<file path="src/icb_fifo.sv">
// Small synchronous queue of any packed type, flop storage.
// Depends on nothing.
module icb_fifo #(
    parameter type T     = logic,
    parameter int  DEPTH = 2
) (
    input  logic i_clk,
    input  logic i_rst_n,
    input  logic i_push,
    input  T     i_data,
    output logic o_full,
    input  logic i_pop,
    output T     o_data,
    output logic o_empty
);
    localparam int PW = (DEPTH > 1) ? $clog2(DEPTH) : 1;

    T              r_mem [DEPTH];
    logic [PW-1:0] r_wr;
    logic [PW-1:0] r_rd;
    logic [PW:0]   r_cnt;
    logic          do_push;
    logic          do_pop;

    assign o_full  = (r_cnt == (PW+1)'(DEPTH));
    assign o_empty = (r_cnt == '0);
    assign do_push = i_push && !o_full;
    assign do_pop  = i_pop && !o_empty;
    assign o_data  = r_mem[r_rd];

    always_ff @(posedge i_clk) begin
        if (do_push) begin
            r_mem[r_wr] <= i_data;
        end
    end

    always_ff @(posedge i_clk) begin
        if (!i_rst_n) begin
            r_wr  <= '0;
            r_rd  <= '0;
            r_cnt <= '0;
        end else begin
            if (do_push) begin
                r_wr <= (r_wr == PW'(DEPTH - 1)) ? '0 : r_wr + 1'b1;
            end
            if (do_pop) begin
                r_rd <= (r_rd == PW'(DEPTH - 1)) ? '0 : r_rd + 1'b1;
            end
            r_cnt <= r_cnt + (PW+1)'(do_push) - (PW+1)'(do_pop);
        end
    end
endmodule

</file>
<file path="config.mk">
export PLATFORM = sky130hd
export DESIGN_NAME = icb_fifo
export DESIGN_NICKNAME = d
export VERILOG_FILES = /design/src/icb_fifo.sv
export SDC_FILE = /design/constraint.sdc
export NUM_CORES = 1
export LEC_CHECK = 0
export BUFFER_PORTS_ARGS = -buffer_cell sky130_fd_sc_hd__buf_4
export CORE_AREA = 2 2 39 41
export DETAILED_ROUTE_END_ITERATION = 8
export DIE_AREA = 0 0 41 43
export SETUP_SLACK_MARGIN = 0.15
export SLEW_MARGIN = 15
export SYNTH_ARGS = -nofsm -noshare
export SYNTH_HDL_FRONTEND = slang
export SYNTH_SLANG_ARGS = --single-unit
</file>
<file path="constraint.sdc">
create_clock -name i_clk -period 2.8 [get_ports i_clk]
set_input_delay 0.14 -clock i_clk [delete_from_list [all_inputs] [get_ports i_clk]]
set_output_delay 0.14 -clock i_clk [all_outputs]
set_load 0.02 [all_outputs]
</file>
==> results.toml <==
[run_status]
status = "completed"

[synthesis]
synth_edf_count = 2
netlist_instances = 30
ys_ff_latch = 7
synthTopCellsByCount = "dfxtp_1, nor2_1, inv_1"
async_flop_share_pct = 0
ys_types = 16
netlist_area_um2 = 308
yosysTopAreaCell = "dfxtp_1"
postSynthAreaPerCell_um2 = 10.3
synth_top_area_share_pct = 32.5
yosysWarnings = 0
ys_seq_area_share_pct = 52.0
ys.flop_type = "dfxtp_1"
synth_area_leaders = "dfxtp_1, edfxtp_1, ha_1"
synth_nets = 37

[final_layout]
layoutNonFillerInstCount = 57
multi_input_area_um2 = 136
drive_gt1_share_pct = 31.7
area_growth_syn_to_layout_pct = 32.1
final_nets = 49
antenna_cells = 0
fillers = 152
regArea_um2 = 160
final_cell_area_um2 = 407

[floorplanning]
die_y_um = 43
pin_count = 8
die_w_um = 41
fp-row-count = 14
die-area_um2 = 1760
core_area_um2 = 1380
start_util_pct = 22.2

[power]
combPwrFrac_pct = 40.1
power_frac_seq_pct = 38.6
p_int_w = 0.000275
switching_power_w = 0.000136
p_total_w = 0.000411
ir_drop_mv = 0.380
netSwitchingFraction_pct = 33.2
power.density_nw_per_um2 = 1010
clockPowerShare_pct = 21.4
p_leak_nw = 0.200

[timing]
rsz0062_at_grt = "false"
hold_violations = 0
fin_crit_ps = 1660
slew_headroom_pct = 88.2
max_clock_freq_mhz = 603
setup_viol = 0
fin_ws_ps = 1140
fin_setup_tns_ps = 0
tightest_slew_ps = 176
maxSlewViolCount = 0
final.period_utilization_pct = 59.2
fin_skew_ps = 2.59

[clock_network]
cts_tree = "built"
cts-htree-levels = 1
numCtsBuffers = 3
path_clk_slew_ps = 50
cts_hold_buffers = 0
postCtsSetupBuffers = 0
root_buffer = "clkbuf_4"
cts.sinks = 7
insertion_delay_ps = 240
ctsResizeCount = 0
clock_path_buffers = 2

[critical_path]
required_ps = 2970
cp_common_cell = "ha_1"
crit_chain = "nand2b_1 > nand2_1 > ha_1 > inv_1 > ha_1 > xor2_1 > and2_2 > nor3_1"
crit_path_top_delay_cell = "dfxtp_1"
start_kind = "flip-flop"
max_stage_delay_ps = 360
crit_type = "reg -> reg"
crit_fanout = 4
worstPathArrival_ps = 1830
cp-end-kind = "flip-flop"

[drt]
drcViolationCount = 0
top_layer = "met3"
wl_per_cell_um = 7.28
met2_length_um = 209
antenna_left = 0
wl_um = 415
firstDrtPassIters = 3
met1_length_um = 184
met3WireLength_um = 21
viasPerCell = 3.81
num_vias = 217
drtIter0Drc = 1

[placement]
dp_slack_ps = 1110
hpwl_um = 336
gp_congestion = 0.685
dp.cells = 53
port_buffers = 7
detailed_place.area_um2 = 380

[global_route]
grt_overflow = 0
grt_max_degree = 6
first_global_vias = 206
grt_first_pass_wirelength_um = 752
antenna_found_initial = 0
grtUsageTotal_pct = 6.88

[flow_run]
maxCapViolCount = 0

[hold_path]
hold_class = "in -> reg"
-- kinds of logic after synthesis --
kind of cell / count (synthesis) / share of synthesized area, %
AOI/OAI and AO/OA: 1 / 2.85
and+or+nand+nor: 13 / 20.7
adders and majority gates: 2 / 8.13
muxes: 2 / 6.91
buffers and inverters: 3 / 3.66
xor gates and xnor gates: 2 / 5.69
DFF: 7 / 52.0
-- layer usage --
metal  vias to the layer above  track usage, %
met1                        94            6.25
li1                        118               -
met3                         0            6.28
met2                         5            9.69
met4                         0            4.00
met5                         -               0
-- per-stage QoR --
step	util (%)	hold WS [ps]
global route	29.4	63.6
CTS	29.4	70.7
detailed placement	27.5	329
global placement	27.5	328
floorplan	-	239
finish	29.4	79.7
-- worst paths after layout --
kind	startpoint	to	slack, ps	cells after the start
max	r_cnt[0]$_SDFF_PN0_	r_cnt[1]$_SDFF_PN0_	1140	8
min	i_data	r_mem[0]$_DFFE_PP_	80	1
max reg2reg	r_cnt[0]$_SDFF_PN0_	r_cnt[1]$_SDFF_PN0_	1140	8
min reg2reg	r_wr$_SDFFE_PN0P_	r_wr$_SDFFE_PN0P_	490	2
-- placed cells by master, fill, tap and decap left out --
cell type,count
dfxtp_1,5
clkbuf_4,3
clkbuf_1,1
ha_1,2
inv_1,3
nor3_1,1
mux2_2,1
nor2_1,5
mux2i_1,1
o21a_2,1
and2_1,1
xnor2_1,1
nand2_1,2
xor2_1,1
nand2b_1,2
edfxtp_1,2
buf_4,7
and3_1,1
and2_2,1
-- critical path, delay by kind of cell (launching register included) --
kind                     cells  cell delay [ps]
XOR/XNOR                     1              140
adder cells (fa/ha/maj)      2              460
buffers and inverters        1               40
flip-flops                   1              360
AND/OR/NAND/NOR              4              570
-- power by group through the flow --
stage	registers, W	logic [W]	clock network, W
floorplan	0.000157	0.000118	0
finish	0.000159	0.000165	0.0000878
global route	0.000164	0.000185	0.0000999
CTS	0.000159	0.000170	0.0000920
detailed placement	0.000161	0.000169	0
global placement	0.000161	0.000164	0
-- layout make-up --
cell class	count	share of cell area (%)
repair buffers	7	12.9
inverters	3	2.77
multi-input cells	20	33.5
well taps	16	4.92
flip-flops and latches	7	39.4
clock buffers	4	6.46
Power figures use the tool's default switching activity.
