==> config.mk <==
export PLATFORM = sky130hd
export DESIGN_NAME = icb_front
export DESIGN_NICKNAME = d
export VERILOG_FILES = /design/src/icb_pkg.sv /design/src/icb_div.sv /design/src/icb_front.sv
export SDC_FILE = /design/constraint.sdc
export NUM_CORES = 1
export LEC_CHECK = 0
export BUFFER_PORTS_ARGS = -buffer_cell sky130_fd_sc_hd__buf_2
export CORE_AREA = 2 2 185 187
export DETAILED_ROUTE_END_ITERATION = 8
export DIE_AREA = 0 0 187 189
export PLACE_DENSITY_LB_ADDON = 0.08
export REMOVE_ABC_BUFFERS = 1
export SYNTH_ARGS = -nofsm -noshare
export SYNTH_HDL_FRONTEND = slang
export SYNTH_SLANG_ARGS = --single-unit
export TNS_END_PERCENT = 30
==> constraint.sdc <==
create_clock -name i_clk -period 15.1 [get_ports i_clk]
set_input_delay 0 -clock i_clk [delete_from_list [all_inputs] [get_ports i_clk]]
set_output_delay 0 -clock i_clk [all_outputs]
set_load 0.1 [all_outputs]
==> src/icb_pkg.sv <==
// Shared types and constants of the crop and binning unit.
// Depends on nothing; the other files that use it refer to it by scoped names.
package icb_pkg;

    localparam int GW         = 14;
    localparam int COL_BITS   = 13;
    localparam int PIX_W      = 16;
    localparam int DIV_N      = 16;
    localparam int DIV_D      = 9;
    localparam int SUM_W      = 22;
    localparam int CSUM_W     = 19;
    localparam int ACC_W      = 20;
    localparam int BIN_W      = 4;
    localparam int CFG_IDX_W  = 3;
    localparam int CFG_DATA_W = 11;

    localparam logic [CFG_IDX_W-1:0] CFG_FRAME_WIDTH  = 3'd0;
    localparam logic [CFG_IDX_W-1:0] CFG_FRAME_HEIGHT = 3'd1;
    localparam logic [CFG_IDX_W-1:0] CFG_X_FIRST      = 3'd2;
    localparam logic [CFG_IDX_W-1:0] CFG_X_LAST       = 3'd3;
    localparam logic [CFG_IDX_W-1:0] CFG_Y_FIRST      = 3'd4;
    localparam logic [CFG_IDX_W-1:0] CFG_Y_LAST       = 3'd5;
    localparam logic [CFG_IDX_W-1:0] CFG_BIN_FACTOR   = 3'd6;
    localparam logic [CFG_IDX_W-1:0] CFG_BIN_MODE     = 3'd7;

    typedef struct packed {
        logic [15:0] pixel_value;
        logic        frame_start;
    } t_pixel_in;

    typedef struct packed {
        logic [21:0] binned_value;
        logic        frame_end;
    } t_bin_out;

    typedef struct packed {
        logic                sliding;
        logic                first;
        logic                emit;
        logic                last;
        logic [BIN_W-1:0]    bin;
        logic [BIN_W-1:0]    slot;
        logic [BIN_W-1:0]    wsel;
        logic [COL_BITS-1:0] col;
        logic [PIX_W-1:0]    sample;
    } t_work;

endpackage

==> src/icb_div.sv <==
// Restoring divider, one quotient bit per cycle.
// Depends on icb_pkg for operand widths.
module icb_div (
    input  logic                    i_clk,
    input  logic                    i_rst_n,
    input  logic                    i_start,
    input  logic [icb_pkg::DIV_N-1:0] i_dividend,
    input  logic [icb_pkg::DIV_D-1:0] i_divisor,
    output logic                    o_done,
    output logic [icb_pkg::DIV_N-1:0] o_quotient,
    output logic [icb_pkg::DIV_D-1:0] o_remainder
);
    localparam int N  = icb_pkg::DIV_N;
    localparam int D  = icb_pkg::DIV_D;
    localparam int CW = $clog2(N);

    logic          r_busy;
    logic [CW-1:0] r_cnt;
    logic [D-1:0]  r_div;
    logic [D:0]    trial;
    logic          ge;

    assign trial = {o_remainder, o_quotient[N-1]};
    assign ge    = (trial >= {1'b0, r_div});

    always_ff @(posedge i_clk) begin
        if (i_start) begin
            o_quotient  <= i_dividend;
            o_remainder <= '0;
            r_div       <= i_divisor;
        end else if (r_busy) begin
            o_remainder <= ge ? D'(trial - {1'b0, r_div}) : D'(trial);
            o_quotient  <= {o_quotient[N-2:0], ge};
        end
    end

    always_ff @(posedge i_clk) begin
        if (!i_rst_n) begin
            r_busy <= 1'b0;
            r_cnt  <= '0;
            o_done <= 1'b0;
        end else begin
            o_done <= 1'b0;
            if (i_start) begin
                r_busy <= 1'b1;
                r_cnt  <= '0;
            end else if (r_busy) begin
                r_cnt <= r_cnt + 1'b1;
                if (r_cnt == CW'(N - 1)) begin
                    r_busy <= 1'b0;
                    o_done <= 1'b1;
                end
            end
        end
    end
endmodule

==> src/icb_front.sv <==
// Front end: configuration registers, position counters, window test and
// tile/phase classification. Depends on icb_pkg and icb_div.
module icb_front #(
    parameter int MAX_WIDTH  = 1024,
    parameter int MAX_HEIGHT = 1024,
    parameter int MAX_BIN    = 8,
    parameter int PIXEL_BITS = 16
) (
    input  logic                               i_clk,
    input  logic                               i_rst_n,
    input  logic                               i_push,
    output logic                               o_full,
    input  icb_pkg::t_pixel_in                 i_pixel,
    input  logic                               i_cfg_valid,
    output logic                               o_cfg_ready,
    input  logic [icb_pkg::CFG_IDX_W-1:0]      i_cfg_index,
    input  logic [icb_pkg::CFG_DATA_W-1:0]     i_cfg_data,
    output logic                               o_work_push,
    output icb_pkg::t_work                     o_work,
    input  logic                               i_work_full
);
    localparam int GW = icb_pkg::GW;
    localparam int XW = $clog2(MAX_WIDTH);
    localparam int YW = $clog2(MAX_HEIGHT);
    localparam int BW = icb_pkg::BIN_W;
    localparam int N  = icb_pkg::DIV_N;
    localparam int D  = icb_pkg::DIV_D;
    localparam logic [N-1:0] PIX_MASK = N'((32'd1 << PIXEL_BITS) - 1);

    localparam logic [1:0] S_IDLE = 2'd0;
    localparam logic [1:0] S_DIV  = 2'd1;
    localparam logic [1:0] S_PUSH = 2'd2;

    logic [10:0]   r_fw, r_fh;
    logic [9:0]    r_x0, r_x1, r_y0, r_y1;
    logic [BW-1:0] r_binreg;
    logic [1:0]    r_mode;

    logic [XW-1:0] r_col;
    logic [YW-1:0] r_row;
    logic [1:0]    r_state;

    logic          r_inwin, r_sliding;
    logic [BW-1:0] r_bin;
    logic [XW-1:0] r_cx;
    logic [YW-1:0] r_cy;
    logic [XW:0]   r_ww;
    logic [YW:0]   r_hh;

    logic [GW-1:0] fw_e, fh_e, fw_g, fh_g;
    logic [GW-1:0] xa, xb, ya, yb, xlo, xhi, ylo, yhi;
    logic [GW-1:0] cur_col, cur_row, col_inc, row_inc, cx_g, cy_g, ww_g, hh_g;
    logic [BW-1:0] b_c;
    logic          accept, inwin, sliding, average;

    logic [4:0]         start;
    logic [4:0]         done;
    logic [N-1:0]       q [5];
    logic [D-1:0]       rm [5];
    logic [N-1:0]       dvd [5];
    logic [D-1:0]       dvs [5];

    logic          keep;
    logic          blk_keep, blk_first, blk_emit, blk_last;
    logic          sl_emit, sl_last;
    logic [D-1:0]  bm1;

    assign o_cfg_ready = 1'b1;
    assign o_full      = (r_state != S_IDLE);
    assign accept      = i_push && !o_full;
    assign sliding     = r_mode[1];
    assign average     = r_mode[0];

    always_comb begin
        fw_e = GW'(r_fw);
        fh_e = GW'(r_fh);
        fw_g = (fw_e == '0) ? GW'(1) : ((fw_e > GW'(MAX_WIDTH)) ? GW'(MAX_WIDTH) : fw_e);
        fh_g = (fh_e == '0) ? GW'(1) : ((fh_e > GW'(MAX_HEIGHT)) ? GW'(MAX_HEIGHT) : fh_e);
        if (r_binreg == '0) begin
            b_c = BW'(1);
        end else if (5'(r_binreg) > 5'(MAX_BIN)) begin
            b_c = BW'(MAX_BIN);
        end else begin
            b_c = r_binreg;
        end
        xa  = (GW'(r_x0) > fw_g - 1'b1) ? fw_g - 1'b1 : GW'(r_x0);
        xb  = (GW'(r_x1) > fw_g - 1'b1) ? fw_g - 1'b1 : GW'(r_x1);
        ya  = (GW'(r_y0) > fh_g - 1'b1) ? fh_g - 1'b1 : GW'(r_y0);
        yb  = (GW'(r_y1) > fh_g - 1'b1) ? fh_g - 1'b1 : GW'(r_y1);
        xlo = (xa > xb) ? xb : xa;
        xhi = (xa > xb) ? xa : xb;
        ylo = (ya > yb) ? yb : ya;
        yhi = (ya > yb) ? ya : yb;
        ww_g = xhi - xlo + 1'b1;
        hh_g = yhi - ylo + 1'b1;
        cur_col = i_pixel.frame_start ? '0 : GW'(r_col);
        cur_row = i_pixel.frame_start ? '0 : GW'(r_row);
        inwin = (cur_col >= xlo) && (cur_col <= xhi) && (cur_row >= ylo) && (cur_row <= yhi);
        cx_g = cur_col - xlo;
        cy_g = cur_row - ylo;
        col_inc = cur_col + 1'b1;
        row_inc = cur_row + 1'b1;
    end

    always_comb begin
        start  = {5{accept}};
        dvd[0] = N'(cx_g);
        dvs[0] = D'(b_c);
        dvd[1] = N'(cy_g);
        dvs[1] = (sliding && b_c != BW'(1)) ? D'(b_c - 1'b1) : D'(b_c);
        dvd[2] = i_pixel.pixel_value & PIX_MASK;
        dvs[2] = average ? D'(b_c * b_c) : D'(1);
        dvd[3] = N'(ww_g);
        dvs[3] = D'(b_c);
        dvd[4] = N'(hh_g);
        dvs[4] = D'(b_c);
    end

    for (genvar g = 0; g < 5; g++) begin : g_div
        icb_div u_div (
            .i_clk       (i_clk),
            .i_rst_n     (i_rst_n),
            .i_start     (start[g]),
            .i_dividend  (dvd[g]),
            .i_divisor   (dvs[g]),
            .o_done      (done[g]),
            .o_quotient  (q[g]),
            .o_remainder (rm[g])
        );
    end

    always_comb begin
        bm1       = D'(r_bin) - 1'b1;
        blk_keep  = (q[0] < q[3]) && (q[1] < q[4]);
        blk_first = (rm[0] == '0) && (rm[1] == '0);
        blk_emit  = (rm[0] == bm1) && (rm[1] == bm1);
        blk_last  = (q[0] == q[3] - 1'b1) && (q[1] == q[4] - 1'b1);
        sl_emit   = (GW'(r_cx) >= GW'(bm1)) && (GW'(r_cy) >= GW'(bm1));
        sl_last   = (GW'(r_cx) == GW'(r_ww) - 1'b1) && (GW'(r_cy) == GW'(r_hh) - 1'b1);
        keep      = r_inwin && (r_sliding || blk_keep);

        o_work.sliding = r_sliding;
        o_work.first   = blk_first;
        o_work.emit    = r_sliding ? sl_emit : blk_emit;
        o_work.last    = r_sliding ? sl_last : (blk_emit && blk_last);
        o_work.bin     = r_bin;
        o_work.slot    = BW'(rm[1]);
        o_work.wsel    = BW'(rm[0]);
        o_work.col     = r_sliding ? icb_pkg::COL_BITS'(r_cx) : icb_pkg::COL_BITS'(q[0]);
        o_work.sample  = q[2];
        o_work_push    = (r_state == S_PUSH) && keep && !i_work_full;
    end

    always_ff @(posedge i_clk) begin
        if (accept) begin
            r_inwin   <= inwin;
            r_sliding <= sliding;
            r_bin     <= b_c;
            r_cx      <= XW'(cx_g);
            r_cy      <= YW'(cy_g);
            r_ww      <= (XW+1)'(ww_g);
            r_hh      <= (YW+1)'(hh_g);
        end
    end

    always_ff @(posedge i_clk) begin
        if (!i_rst_n) begin
            r_fw     <= 11'd1024;
            r_fh     <= 11'd1024;
            r_x0     <= 10'd0;
            r_x1     <= 10'd1023;
            r_y0     <= 10'd0;
            r_y1     <= 10'd1023;
            r_binreg <= BW'(1);
            r_mode   <= 2'd0;
            r_col    <= '0;
            r_row    <= '0;
            r_state  <= S_IDLE;
        end else begin
            if (i_cfg_valid) begin
                unique case (i_cfg_index)
                    icb_pkg::CFG_FRAME_WIDTH:  r_fw     <= i_cfg_data;
                    icb_pkg::CFG_FRAME_HEIGHT: r_fh     <= i_cfg_data;
                    icb_pkg::CFG_X_FIRST:      r_x0     <= i_cfg_data[9:0];
                    icb_pkg::CFG_X_LAST:       r_x1     <= i_cfg_data[9:0];
                    icb_pkg::CFG_Y_FIRST:      r_y0     <= i_cfg_data[9:0];
                    icb_pkg::CFG_Y_LAST:       r_y1     <= i_cfg_data[9:0];
                    icb_pkg::CFG_BIN_FACTOR:   r_binreg <= i_cfg_data[BW-1:0];
                    icb_pkg::CFG_BIN_MODE:     r_mode   <= i_cfg_data[1:0];
                    default: ;
                endcase
            end
            if (accept) begin
                if (col_inc >= fw_g) begin
                    r_col <= '0;
                    r_row <= (row_inc >= fh_g) ? '0 : YW'(row_inc);
                end else begin
                    r_col <= XW'(col_inc);
                    r_row <= YW'(cur_row);
                end
            end
            unique case (r_state)
                S_IDLE: begin
                    if (accept) begin
                        r_state <= S_DIV;
                    end
                end
                S_DIV: begin
                    if (&done) begin
                        r_state <= S_PUSH;
                    end
                end
                S_PUSH: begin
                    if (!keep || !i_work_full) begin
                        r_state <= S_IDLE;
                    end
                end
                default: r_state <= S_IDLE;
            endcase
        end
    end
endmodule

==> flow_summary.ini, run 1 <==
[logic_synthesis]
syn_area_um2 = 22700
synthFlopType = dfxtp_1
synth-simple-area-share = 0.203
yosys-top-cells-area = edfxtp_1 17%, dfxtp_1 15%, ha_1 13%
synth-seq-cells = 305
synthAdderAreaFrac = 0.143
synth_top_area_frac = 0.175
postSynthCellCount = 2669
syn_area_per_cell_um2 = 8.50
synth_xor_area_frac = 0.0629
yosys.area.top_type = edfxtp_1
synth-compound-area-share = 0.166
synth_cell_types = 85
async_flop_share = 0
yosys_warnings = 0
synth-edff-count = 132
synth_top_family_by_area = simple AND/OR/NAND/NOR gates
yosysSeqAreaShare = 0.327
synth.area.mux_share = 0.0483

[power_and_ir_drop]
leakage_nw = 10.8
peakVddDrop_mv = 0.0873
power_density_nw_per_um2 = 119

[placed_design]
dp_hpwl_mm = 46.0
finalWeightedCongestion = 0.918
port_buffers = 82

[min_path]
min_path_type = in2reg
min_from = i_cfg_index[0]

[critical_path]
critPathMaxFanout = 26
path_class = reg2reg
slowest_stage = a22o_1
cp.arrival_ps = 9490
worst-endpoint-required_ps = 15400
rr_endpoint = g_div[3].u_div.o_quotient[10]$_DFFE_PP_
crit_path_end_kind = register
cp-startpoint = r_fw[10]$_SDFFE_PN1P_
slowest_delay_ps = 750
worstRegToRegCells = 35
r2r-start = r_fw[10]$_SDFFE_PN1P_
r2r_slack_ps = 5900
crit_path_end = g_div[3].u_div.o_quotient[10]$_DFFE_PP_
start_kind = register

[cts]
postCtsSetupRepairBufs = 0
cts_htree_levels = 2
cts_sinks = 305
ctsHoldBuffers = 30
clk_pin_slew_ps = 60
ctsResizeCount = 0
cts_made_buffers = 34
clk_latency_ps = 550
cts_tree = built
cts-root-to-sink-buffers = 3
root_buffer = clkbuf_16

[timing]
fin_crit_sh = 0.609
finalHoldViolations = 0
slew_violations = 0
setup_viol = 0
fin_tns_setup_ps = 0
hold_ws_ps = 25.1
rsz0062_at_grt = no
relSlewSlack = 0.133
fin_worst_skew_ps = 18.1
worst_pin_slew_ps = 1290
period_minus_slack_ps = 9200
clock.fmax_ghz = 0.109

[global_route]
overflow = 0
grt_pass1_vias = 19300
grt_max_degree = 118
grtUsageTotal = 0.346
antenna_found_initial = 0
grt_pass1_wl_mm = 99.0

[routing]
dr.pass1.iters = 8
routed_wl_mm = 61.2
viasPerCell = 6.20
drtIter0Drc = 1393
wl_per_cell_um = 19.1
vias = 19900
drc = 0
antenna_left = 0

[die]
design.die.area_um2 = 35300
io_pins = 84
initial_core_util = 0.682
die_h_um = 189
die_w_um = 187
rows = 67
core-area_um2 = 33300

[outcome]
status = finished clean

[layout]
multi_input_area_um2 = 14200
utilization = 0.744
syn_to_final_growth_pct = 9.23
fillCellCount = 2471
diodes = 0
layout-drive-gt1-share = 0.0771
final-seq-area_um2 = 7430
nets = 3025

[run]
maxCapViolations = 0
Yosys cell counts, drive strengths merged, types with 11 or more instances:
cell and count:
o31ai 15, mux2i 65, or4 11, xor2 60, nor2 214, ha 244
o21ai 150, nor2b 67, a211oi 31, nor4 33, nand3 78, inv 174
and2 19, a21oi 137, mux2 37, clkbuf 88, nand2b 35, nor3 53
xnor2 103, nand2 352, nand4 48, and3 16, buf 24, a21boi 55
a21o 43, a22o 19, a31oi 15, o211ai 12, or3 20, dfxtp 173
o21a 31, edfxtp 132
cell type report:
class                      instances  share of cell area
tap                              448              0.0226
multi-input combinational       2094               0.573
clock inverter                    13             0.00515
sequential                       305               0.300
inverter                         175              0.0267
timing repair buffer             126              0.0329
clock buffer                      49              0.0402
worst min-delay path by stage:
| stage | end | cells past startpoint | slack [ps] |
|---|---|---|---|
| 4_1_cts | r_y0[4]$_SDFFE_PN0P_ | 4 | 0.3 |
| 2_1_floorplan | r_binreg[0]$_SDFFE_PN1P_ | 1 | 60 |
| 5_1_grt | r_fw[0]$_SDFFE_PN0P_ | 4 | 80 |
| 6_report | r_y0[2]$_SDFFE_PN0P_ | 4 | 30 |
| 3_3_place_gp | g_div[2].u_div.o_quotient[9]$_DFFE_PP_ | 3 | 260 |
| 3_5_place_dp | g_div[2].u_div.o_quotient[9]$_DFFE_PP_ | 3 | 270 |
registers in the layout, summed over array words and instances (netlist names), 11 cells and up:
signal                   count
g_div.u_div.r_cnt           20
g_div.u_div.o_quotient      80
r_ww                        11
r_hh                        11
g_div.u_div.o_remainder     45
r_fh                        11
r_fw                        11
g_div.u_div.r_div           16
cells by family (layout without fill, tap and decap cells):
group | count (synthesis) | in the layout
and+or+nand+nor | 974 | 974
buffers and inverters | 287 | 363
AOI/OAI and AO/OA | 583 | 583
xor gates and xnor gates | 163 | 163
other | 2 | 19
adders and majority gates | 253 | 253
DFF | 305 | 305
muxes | 102 | 102
power by group:
group	total, mW	switching (mW)	internal [mW]	leakage [nW]
sequential	1.10	0.121	0.982	2.68
clock	0.840	0.357	0.483	0.550
combinational	0.997	0.621	0.376	7.60
total	2.94	1.10	1.84	10.8
placed cells by master (no fill, tap or decap), types with 15 or more instances in the layout:
cell type	n
nand2_1	351
ha_1	244
nor2_1	214
inv_1	173
dfxtp_1	173
o21ai_0	144
a21oi_1	136
edfxtp_1	132
xnor2_1	103
buf_2	82
nand3_1	77
nor2b_1	67
mux2i_1	62
xor2_1	60
a21boi_0	55
nor3_1	53
nand4_1	48
a21o_1	43
clkbuf_16	37
mux2_2	36
nand2b_1	35
a211oi_1	31
nor4_1	31
o21a_1	31
dlygate4sd3_1	30
or3_1	20
a22o_1	19
and2_1	19
conb_1	19
and3_1	16
a31oi_1	15
per-layer routing:
metal  vias to the layer above  GRT usage  share of wire
met3                       164     0.0417          0.056
met4                         0      0.163          0.048
met5                         -          0              0
li1                       9615          -              -
met1                      9413      0.429           0.42
met2                       703      0.601           0.48
worst max-delay path: cells and delay by family, from the launching register on:
family,cells,cell delay (ps)
AO/OA/AOI/OAI,20,4580
adder cells (fa/ha/maj),4,1130
buffers and inverters,3,750
flip-flops,1,530
multiplexers,1,270
AND/OR/NAND/NOR,7,1650
through the flow:
step / cell area (um2) / total power, mW / setup slack [ps] / std cells
after floorplan: 22300 / 1.84 / 6810 / 2574
after global placement: 23400 / 2.05 / 6370 / 3118
after detailed placement: 23400 / 2.08 / 6170 / 3118
after CTS: 24800 / 2.93 / 6110 / 3210
after global routing: 24800 / 3.09 / 5220 / 3210
final: 24800 / 2.94 / 5900 / 3210
No activity file was read; power rests on OpenSTA's default activity.
==> run 2: changes to the inputs <==
--- a/config.mk
+++ b/config.mk
@@ -6,9 +6,9 @@
 export NUM_CORES = 1
 export LEC_CHECK = 0
 export BUFFER_PORTS_ARGS = -buffer_cell sky130_fd_sc_hd__buf_2
-export CORE_AREA = 2 2 185 187
+export CORE_AREA = 2 2 201 203
 export DETAILED_ROUTE_END_ITERATION = 8
-export DIE_AREA = 0 0 187 189
+export DIE_AREA = 0 0 203 205
 export PLACE_DENSITY_LB_ADDON = 0.08
 export REMOVE_ABC_BUFFERS = 1
 export SYNTH_ARGS = -nofsm -noshare
==> constraint.sdc (replaced) <==
create_clock -name i_clk -period 8.3 [get_ports i_clk]
set_input_delay 0 -clock i_clk [delete_from_list [all_inputs] [get_ports i_clk]]
set_output_delay 0 -clock i_clk [all_outputs]
set_load 0.1 [all_outputs]
==> run 2 against run 1 <==
  * Wire length grew 0.95%
  * Cell area increased by 2.7%
  * Fmax is 16% higher
  * Utilization is 9.8 points lower
==> flow_summary.ini, run 2 (synthesis results as in run 1) <==
[timing]
setup_viol = 0
worst_pin_slew_ps = 1250
fin_worst_skew_ps = 17.2
relSlewSlack = 0.153
slew_violations = 0
fin_tns_setup_ps = 0
clock.fmax_ghz = 0.127
fin_crit_sh = 0.952
hold_ws_ps = 19.1
finalHoldViolations = 0
setup_ws_ps = 395
period_minus_slack_ps = 7900

[routing]
dr.pass1.iters = 6
drtIter0Drc = 1292
viasPerCell = 5.85
drc = 0
antenna_left = 0
wl_per_cell_um = 18.5
routed_wl_mm = 61.8
vias = 19500

[critical_path]
rr_endpoint = g_div[4].u_div.o_quotient[10]$_DFFE_PP_
crit_path_end = g_div[4].u_div.o_quotient[10]$_DFFE_PP_
path_class = reg2reg
worst-endpoint-required_ps = 8610
slowest_stage = or4_4
r2r-start = r_fh[5]$_SDFFE_PN0P_
crit_path_end_kind = register
slowest_delay_ps = 550
start_kind = register
worstRegToRegCells = 39
cp.arrival_ps = 8210
r2r_slack_ps = 400
cp-startpoint = r_fh[5]$_SDFFE_PN0P_
critPathMaxFanout = 8

[layout]
largest_reg_flops = 80
nets = 3068
top_register = g_div.u_div.o_quotient
layout-drive-gt1-share = 0.101
stdcell_area_um2 = 25500
reg_top3 = g_div.u_div.o_quotient: 80 flops, g_div.u_div.o_remainder: 45 flops, g_div.u_div.r_cnt: 20 flops
syn_to_final_growth_pct = 12.2
final_cell_mix = 351 x nand2_1, 241 x ha_1, 214 x nor2_1
diodes = 0
final_common_cell = nand2_1
utilization = 0.647
fin_cells = 3331

[global_route]
grt_pass1_wl_mm = 97.0
overflow = 0
antenna_found_initial = 0
grtUsageTotal = 0.294
grt_use_met1 = 0.371
grt_pass1_vias = 18600
grt_use_met2 = 0.520
met3_usage = 0.0301
grt-busiest-layer = met2
grt_max_degree = 83

[die]
design.die.area_um2 = 41600
rows = 73
core-area_um2 = 39400
die_h_um = 205
die_w_um = 203
initial_core_util = 0.576
io_pins = 84

[cts]
cts_tree = built
clk_latency_ps = 550
cts-root-to-sink-buffers = 3
cts_htree_levels = 2
root_buffer = clkbuf_16
cts_sinks = 305
cts_made_buffers = 36
clk_pin_slew_ps = 60

[power_and_ir_drop]
leakage_nw = 11.1
combPwrFrac = 0.340
power_frac_clock = 0.294
sw_frac_of_total = 0.370
power_density_nw_per_um2 = 214
p_total_mw = 5.44
p_seq_frac = 0.367
switchingPower_mw = 2.01
peakVddDrop_mv = 0.135
p_int_mw = 3.43

[placed_design]
pre_cts_ws_ps = 0.833
port_buffers = 82
dp_cells = 3223
finalWeightedCongestion = 0.916
dp_hpwl_mm = 47.6
placedInstanceArea_um2 = 23700

[outcome]
status = finished clean

[min_path]
min_path_type = in2reg

[run]
maxCapViolations = 0
run 2: worst min path at each step:
stage	start	cells after the start	to	slack, ps
2_1_floorplan	i_rst_n	1	r_binreg[0]$_SDFFE_PN1P_	60
3_5_place_dp	i_pixel[15]	3	g_div[2].u_div.o_quotient[14]$_DFFE_PP_	270
4_1_cts	i_cfg_index[0]	4	r_y0[7]$_SDFFE_PN0P_	8
3_3_place_gp	i_cfg_data[10]	3	r_fh[10]$_SDFFE_PN1P_	260
6_report	i_cfg_index[1]	4	r_y0[7]$_SDFFE_PN0P_	20
5_1_grt	i_cfg_index[2]	5	r_y1[4]$_SDFFE_PN1P_	80
run 2: layout make-up:
| class | instances | area, um2 |
|---|---|---|
| timing repair buffer | 167 | 1170 |
| clock buffer | 51 | 1070 |
| tap | 525 | 657 |
| inverter | 175 | 662 |
| clock inverter | 14 | 129 |
| fill | 3399 | 13900 |
| multi-input combinational | 2094 | 14300 |
| sequential | 305 | 7430 |
run 2: what timing repair did:
action,in CTS,in global routing
setup endpoints to repair,1,50
gates resized for setup,1,56
hold buffers,31,0
hold endpoints to repair,91,0
gates cloned,0,1
setup buffers,0,11
pin swaps,0,11
run 2: power groups by stage:
stage               registers, mW  logic (mW)  clock network, mW
floorplan                    2.10        1.23                  0
global placement             2.01        1.76                  0
detailed placement           2.02        1.79                  0
CTS                          1.99        1.82               1.62
global route                 2.02        2.03               1.67
finish                       1.99        1.85               1.60
run 2: critical path: cells and delay by family (launching register included):
family	cells	cell delay, ps
AOI/OAI and AO/OA	23	3550
buffers and inverters	4	610
adders and majority gates	4	1160
DFF	1	350
muxes	2	670
xor gates and xnor gates	1	270
and+or+nand+nor	5	1070
run 2: per-layer routing:
layer	routed length, um	share of wire
met1	26800	0.43
met2	30100	0.49
met3	2750	0.044
met4	2120	0.034
met5	0	0
